**src/rtl/core/mtrc_pkg.sv**
```systemverilog
// Package for the Modbus TCP response checker: item types, codes and
// fixed constants shared by all modules. No dependencies.
`timescale 1ns / 1ps
`default_nettype none

package mtrc_pkg;

   // Input item
   typedef struct packed {
      logic        func;
      logic [15:0] expected_tid;
      logic [1:0]  expected_kind;
      logic [7:0]  rx_byte;
   } req_item_type;

   // Result item
   typedef struct packed {
      logic        kind;
      logic [6:0]  reg_index;
      logic [15:0] reg_value;
      logic [2:0]  status;
      logic [7:0]  func_code;
      logic [7:0]  exc_code;
      logic        last;
   } rsp_item_type;

   // Up to two results caused by one input item, word first
   typedef struct packed {
      logic         word_valid;
      rsp_item_type word;
      logic         done_valid;
      rsp_item_type done;
   } push_type;

   localparam logic FUNC_ARM  = 1'b0;
   localparam logic FUNC_BYTE = 1'b1;

   localparam logic [1:0] KIND_READ         = 2'd0;
   localparam logic [1:0] KIND_WRITE_SINGLE = 2'd1;
   localparam logic [1:0] KIND_WRITE_MULTI  = 2'd2;

   localparam logic RESULT_WORD = 1'b0;
   localparam logic RESULT_DONE = 1'b1;

   localparam logic [2:0] ST_OK         = 3'd0;
   localparam logic [2:0] ST_BAD_LEN    = 3'd1;
   localparam logic [2:0] ST_HDR_BAD    = 3'd2;
   localparam logic [2:0] ST_EXCEPTION  = 3'd3;
   localparam logic [2:0] ST_WRONG_FUNC = 3'd4;
   localparam logic [2:0] ST_FEW_REGS   = 3'd5;

   localparam logic [7:0] FC_READ_HOLDING  = 8'h03;
   localparam logic [7:0] FC_WRITE_SINGLE  = 8'h06;
   localparam logic [7:0] FC_WRITE_MULTI   = 8'h10;
   localparam int         FC_EXC_BIT       = 7;
   localparam int         MIN_STATUS_REGS  = 7;
   localparam logic [7:0] MIN_BYTE_CNT     = 8'(MIN_STATUS_REGS * 2);

   // Frame byte positions
   localparam logic [16:0] POS_TID_HI   = 17'd0;
   localparam logic [16:0] POS_TID_LO   = 17'd1;
   localparam logic [16:0] POS_PROTO_HI = 17'd2;
   localparam logic [16:0] POS_PROTO_LO = 17'd3;
   localparam logic [16:0] POS_LEN_HI   = 17'd4;
   localparam logic [16:0] POS_LEN_LO   = 17'd5;
   localparam logic [16:0] POS_UNIT     = 17'd6;
   localparam logic [16:0] POS_FUNC     = 17'd7;
   localparam logic [16:0] POS_BCNT     = 17'd8;
   localparam logic [16:0] POS_DATA     = 17'd9;
   localparam logic [16:0] HDR_LEN      = 17'd5;
   localparam logic [15:0] MIN_LEN      = 16'd3;

   localparam int QUEUE_DEPTH = 4;
   localparam int QUEUE_AW    = 2;
   localparam int QUEUE_CW    = 3;

endpackage

`default_nettype wire

```
**src/rtl/core/mtrc_result_queue.sv**
```systemverilog
// Small result queue: takes up to two results a cycle, gives one.
// Depends on mtrc_pkg.
`timescale 1ns / 1ps
`default_nettype none

module mtrc_result_queue
   import mtrc_pkg::*;
(
   input  wire logic     clock,
   input  wire logic     reset,
   input  wire push_type push,
   input  wire logic     pop,
   output logic          head_valid,
   output rsp_item_type  head,
   output logic          room
);

   rsp_item_type            entry_ff [QUEUE_DEPTH];
   logic [QUEUE_AW-1:0]     wr_ptr_ff, wr_ptr_in;
   logic [QUEUE_AW-1:0]     rd_ptr_ff, rd_ptr_in;
   logic [QUEUE_CW-1:0]     count_ff,  count_in;
   logic [1:0]              n_push;
   logic                    do_pop;

   assign n_push     = {1'b0, push.word_valid} + {1'b0, push.done_valid};
   assign head_valid = (count_ff != '0);
   assign head       = entry_ff[rd_ptr_ff];
   assign do_pop     = pop && head_valid;
   assign room       = (count_ff <= QUEUE_CW'(QUEUE_DEPTH - 2));

   assign wr_ptr_in = wr_ptr_ff + QUEUE_AW'(n_push);
   assign rd_ptr_in = rd_ptr_ff + QUEUE_AW'(do_pop);
   assign count_in  = count_ff + QUEUE_CW'(n_push) - QUEUE_CW'(do_pop);

   always_ff @(posedge clock) begin
      if (reset) begin
         wr_ptr_ff <= '0;
         rd_ptr_ff <= '0;
         count_ff  <= '0;
      end else begin
         wr_ptr_ff <= wr_ptr_in;
         rd_ptr_ff <= rd_ptr_in;
         count_ff  <= count_in;
      end
   end

   // Payload storage, word ahead of completion
   always_ff @(posedge clock) begin
      if (push.word_valid) begin
         entry_ff[wr_ptr_ff] <= push.word;
         if (push.done_valid) begin
            entry_ff[wr_ptr_ff + QUEUE_AW'(1)] <= push.done;
         end
      end else if (push.done_valid) begin
         entry_ff[wr_ptr_ff] <= push.done;
      end
   end

endmodule

`default_nettype wire
```
**config.mk**
```make
export PLATFORM = sky130hd
export DESIGN_NAME = mtrc_result_queue
export DESIGN_NICKNAME = d
export VERILOG_FILES = /design/src/rtl/core/mtrc_pkg.sv /design/src/rtl/core/mtrc_result_queue.sv
export SDC_FILE = /design/constraint.sdc
export NUM_CORES = 1
export LEC_CHECK = 0
export ABC_AREA = 1
export BUFFER_PORTS_ARGS = -buffer_cell sky130_fd_sc_hd__buf_2
export CORE_MARGIN = 5
export CORE_UTILIZATION = 57
export CTS_BUF_LIST = sky130_fd_sc_hd__clkbuf_2
export CTS_CLUSTER_SIZE = 12
export DETAILED_ROUTE_END_ITERATION = 12
export PLACE_DENSITY = 0.85
export SYNTH_ARGS = -nofsm -noshare
export SYNTH_HDL_FRONTEND = slang
export SYNTH_SLANG_ARGS = --single-unit
```
**constraint.sdc**
```tcl
create_clock -name clock -period 9.7 [get_ports clock]
set_input_delay 0.485 -clock clock [delete_from_list [all_inputs] [get_ports clock]]
set_output_delay 0.485 -clock clock [all_outputs]
set_load 0.02 [all_outputs]
```
==> out/results.ini <==
[worst_setup_path]
critPathKind = reg -> out
reg2reg_from = wr_ptr_ff[0]
required_ns = 9.22
r2r_slack_ns = 6.74
cp.arrival_ns = 3.29
start_kind = register
timing.rr.end = entry_ff[3][9]
r2r_cells = 4
crit_path_end_kind = primary output
crit_fanout = 46

[min_path]
whs_path_depth = 3
hold_start = push[8]
min_path_type = in -> reg
hold_path_end = entry_ff[1][8]

[detailed_routing]
vias = 7688
first_pass_iters = 5
drt_iter0_drc = 834
final_antenna_net_count = 0
wl_per_cell_um = 16.7
wl_mm = 22.4
via_per_inst = 5.73
drc_errors = 0

[clocking]
clockBufferDepth = 2
clk_latency_ns = 0.78
cts_max_level = 4
clk_pin_slew_ns = 0.26
cts_tree = built
cts.sinks = 183
root_buffer = clkbuf_2
cts_buffers = 17

[global_routing]
gr-total-overflow = 0
grt_use_total = 0.238
first_global_vias = 7478
grt_max_degree = 91
antenna_found_initial = 1
grt_first_pass_wirelength_mm = 37.2

[floorplan]
io_pins = 139
die_w_um = 138
die_area_um2 = 19200
row_count = 47
fp.coreArea_um2 = 16400
die_height_um = 138
start_util = 0.573

[sta]
finClkSkew_ns = 0.0358
drv_slew = 0
slew_headroom = 0.165
setup_tns_ns = 0
setup_viol = 0
max_freq_mhz = 265
finalHoldViolCount = 0
holdWs_ns = 0.0745
rsz0062_at_grt = false
worst_pin_slew_ns = 1.25
min_period_ns = 3.78
fin_crit_sh = 0.389

[power_and_ir_drop]
p_per_area_nw_per_um2 = 205
irDropWorstVdd_mv = 0.102
total_power_mw = 2.14
p_leak_nw = 4.32

[synth]
synthesis.nets = 1118
synth_warnings = 0
synthDistinctLibCells = 29
seq_area_frac_synth = 0.577
synth_area_um2 = 9400
ys_async_sr_fraction = 0
syn_area_per_cell_um2 = 9.24
yosys_most_used_dff = edfxtp_1
synth-seq-cells = 183
synth_edf_count = 176
syn_inst = 1018

[placed_design]
io_buffer_count = 138
dp.cells = 1306
dp_hpwl_mm = 14.3
gp_congestion = 0.795

[flow_run]
maxCapViolCount = 0

[cells_and_area]
syn_to_final_growth_pct = 10.8
layout-drive-gt1-share = 0.192
nets = 1208
final_cells = 1342

[outcome]
status = completed

[flip-flops by register name, summed over array words and instances (netlist names)]
signal and cells:
entry_ff 176, count_ff 3, wr_ptr_ff 2, rd_ptr_ff 2
[cells in the mapped netlist (2+ instances only)]
master	number	area share
buf_4	6	0.0048
nand2_1	185	0.074
o21ai_2	5	0.0047
nand3_4	3	0.0056
dfxtp_1	7	0.015
buf_2	22	0.012
buf_6	6	0.0072
o31ai_1	4	0.0032
clkbuf_1	40	0.016
edfxtp_1	176	0.56
inv_2	3	0.0012
inv_1	55	0.022
o21ai_1	49	0.026
ha_1	6	0.0080
nor2_1	138	0.055
a21oi_1	28	0.015
xnor2_1	2	0.0019
a21oi_2	20	0.019
o22ai_1	44	0.029
o21ai_0	210	0.11
[kinds of logic (layout without fill, tap and decap cells)]
family | Yosys count | in the layout | synth area share
simple gates | 331 | 331 | 0.138
buf+inv | 134 | 237 | 0.0637
compound gates | 360 | 360 | 0.208
fa+ha+maj | 7 | 7 | 0.0101
flops | 183 | 183 | 0.577
other cells | 0 | 1 | 0
xor+xnor | 3 | 3 | 0.00279
[power by group]
part           total (mW)  switching (mW)  internal (mW)
clock network       0.413           0.269          0.144
registers            1.03          0.0378          0.990
logic               0.697           0.490          0.207
total                2.14           0.797           1.34
[worst max-delay path, cell delays in order (launching register included)]
cell and delay [ns]:
dfxtp_2 0.93, clkinv_1 0.67, buf_16 0.37, o21ai_0 0.16, o22ai_1 0.18, buf_2 0.20
[layout make-up]
cell class,instances,area (um2)
diodes,1,2.50
clock buffers,17,85.1
clock inverters,15,176
fillers,1304,5980
inverters,58,218
multi-input cells,701,3450
flip-flops and latches,183,5430
well taps,220,275
repair buffers,147,783
[how the worst max path moves through the flow]
stage                     depth (start not counted)  slack (ns)             end         start
after floorplan                                   3        5.11  entry_ff[3][0]      push[44]
after global placement                            5        6.41  entry_ff[3][8]      push[44]
after detailed placement                          5        6.30  entry_ff[3][8]      push[44]
after CTS                                         4        5.64        head[15]  rd_ptr_ff[1]
after global routing                              5        5.72        head[15]  rd_ptr_ff[1]
final                                             5        5.92        head[15]  rd_ptr_ff[1]
[timing repair]
item,in CTS,in global routing
gates resized for setup,0,0
endpoints found under the hold margin,7,0
hold buffers,2,0
buffers inserted,0,0
[cells in the final DEF, fill, tap and decap left out, types with 2 or more instances in the layout]
master	n
inv_1	54
o31ai_4	4
o21ai_1	49
nor2_1	138
inv_2	3
dfxtp_1	5
a21oi_1	28
clkinv_4	2
nand2_1	185
ha_1	5
clkinvlp_4	5
buf_4	6
o21ai_2	5
buf_2	138
clkinv_2	2
o21ai_0	210
nand3_4	4
xnor2_1	2
clkinv_1	2
dfxtp_2	2
clkbuf_2	17
dlygate4sd3_1	2
edfxtp_1	176
a21oi_2	20
o22ai_1	44
inv_6	2
bufinv_16	3
[metrics by stage]
stage | area [um2] | util | worst slack [ns]
after floorplan | 9400 | - | 5.11
after global placement | 10100 | 0.616 | 6.41
after detailed placement | 10100 | 0.616 | 6.30
after CTS | 10400 | 0.633 | 5.64
after global routing | 10400 | 0.635 | 5.72
final | 10400 | 0.635 | 5.92
[per-layer routing]
metal | share of wire | global-route usage | routed length [um]
met1 | 0.40 | 0.315 | 8910
met2 | 0.49 | 0.389 | 11000
met3 | 0.082 | 0.0470 | 1850
met5 | 0 | 0 | 0
met4 | 0.030 | 0.0967 | 668
Note: power is estimated with default switching activity, not from simulation.
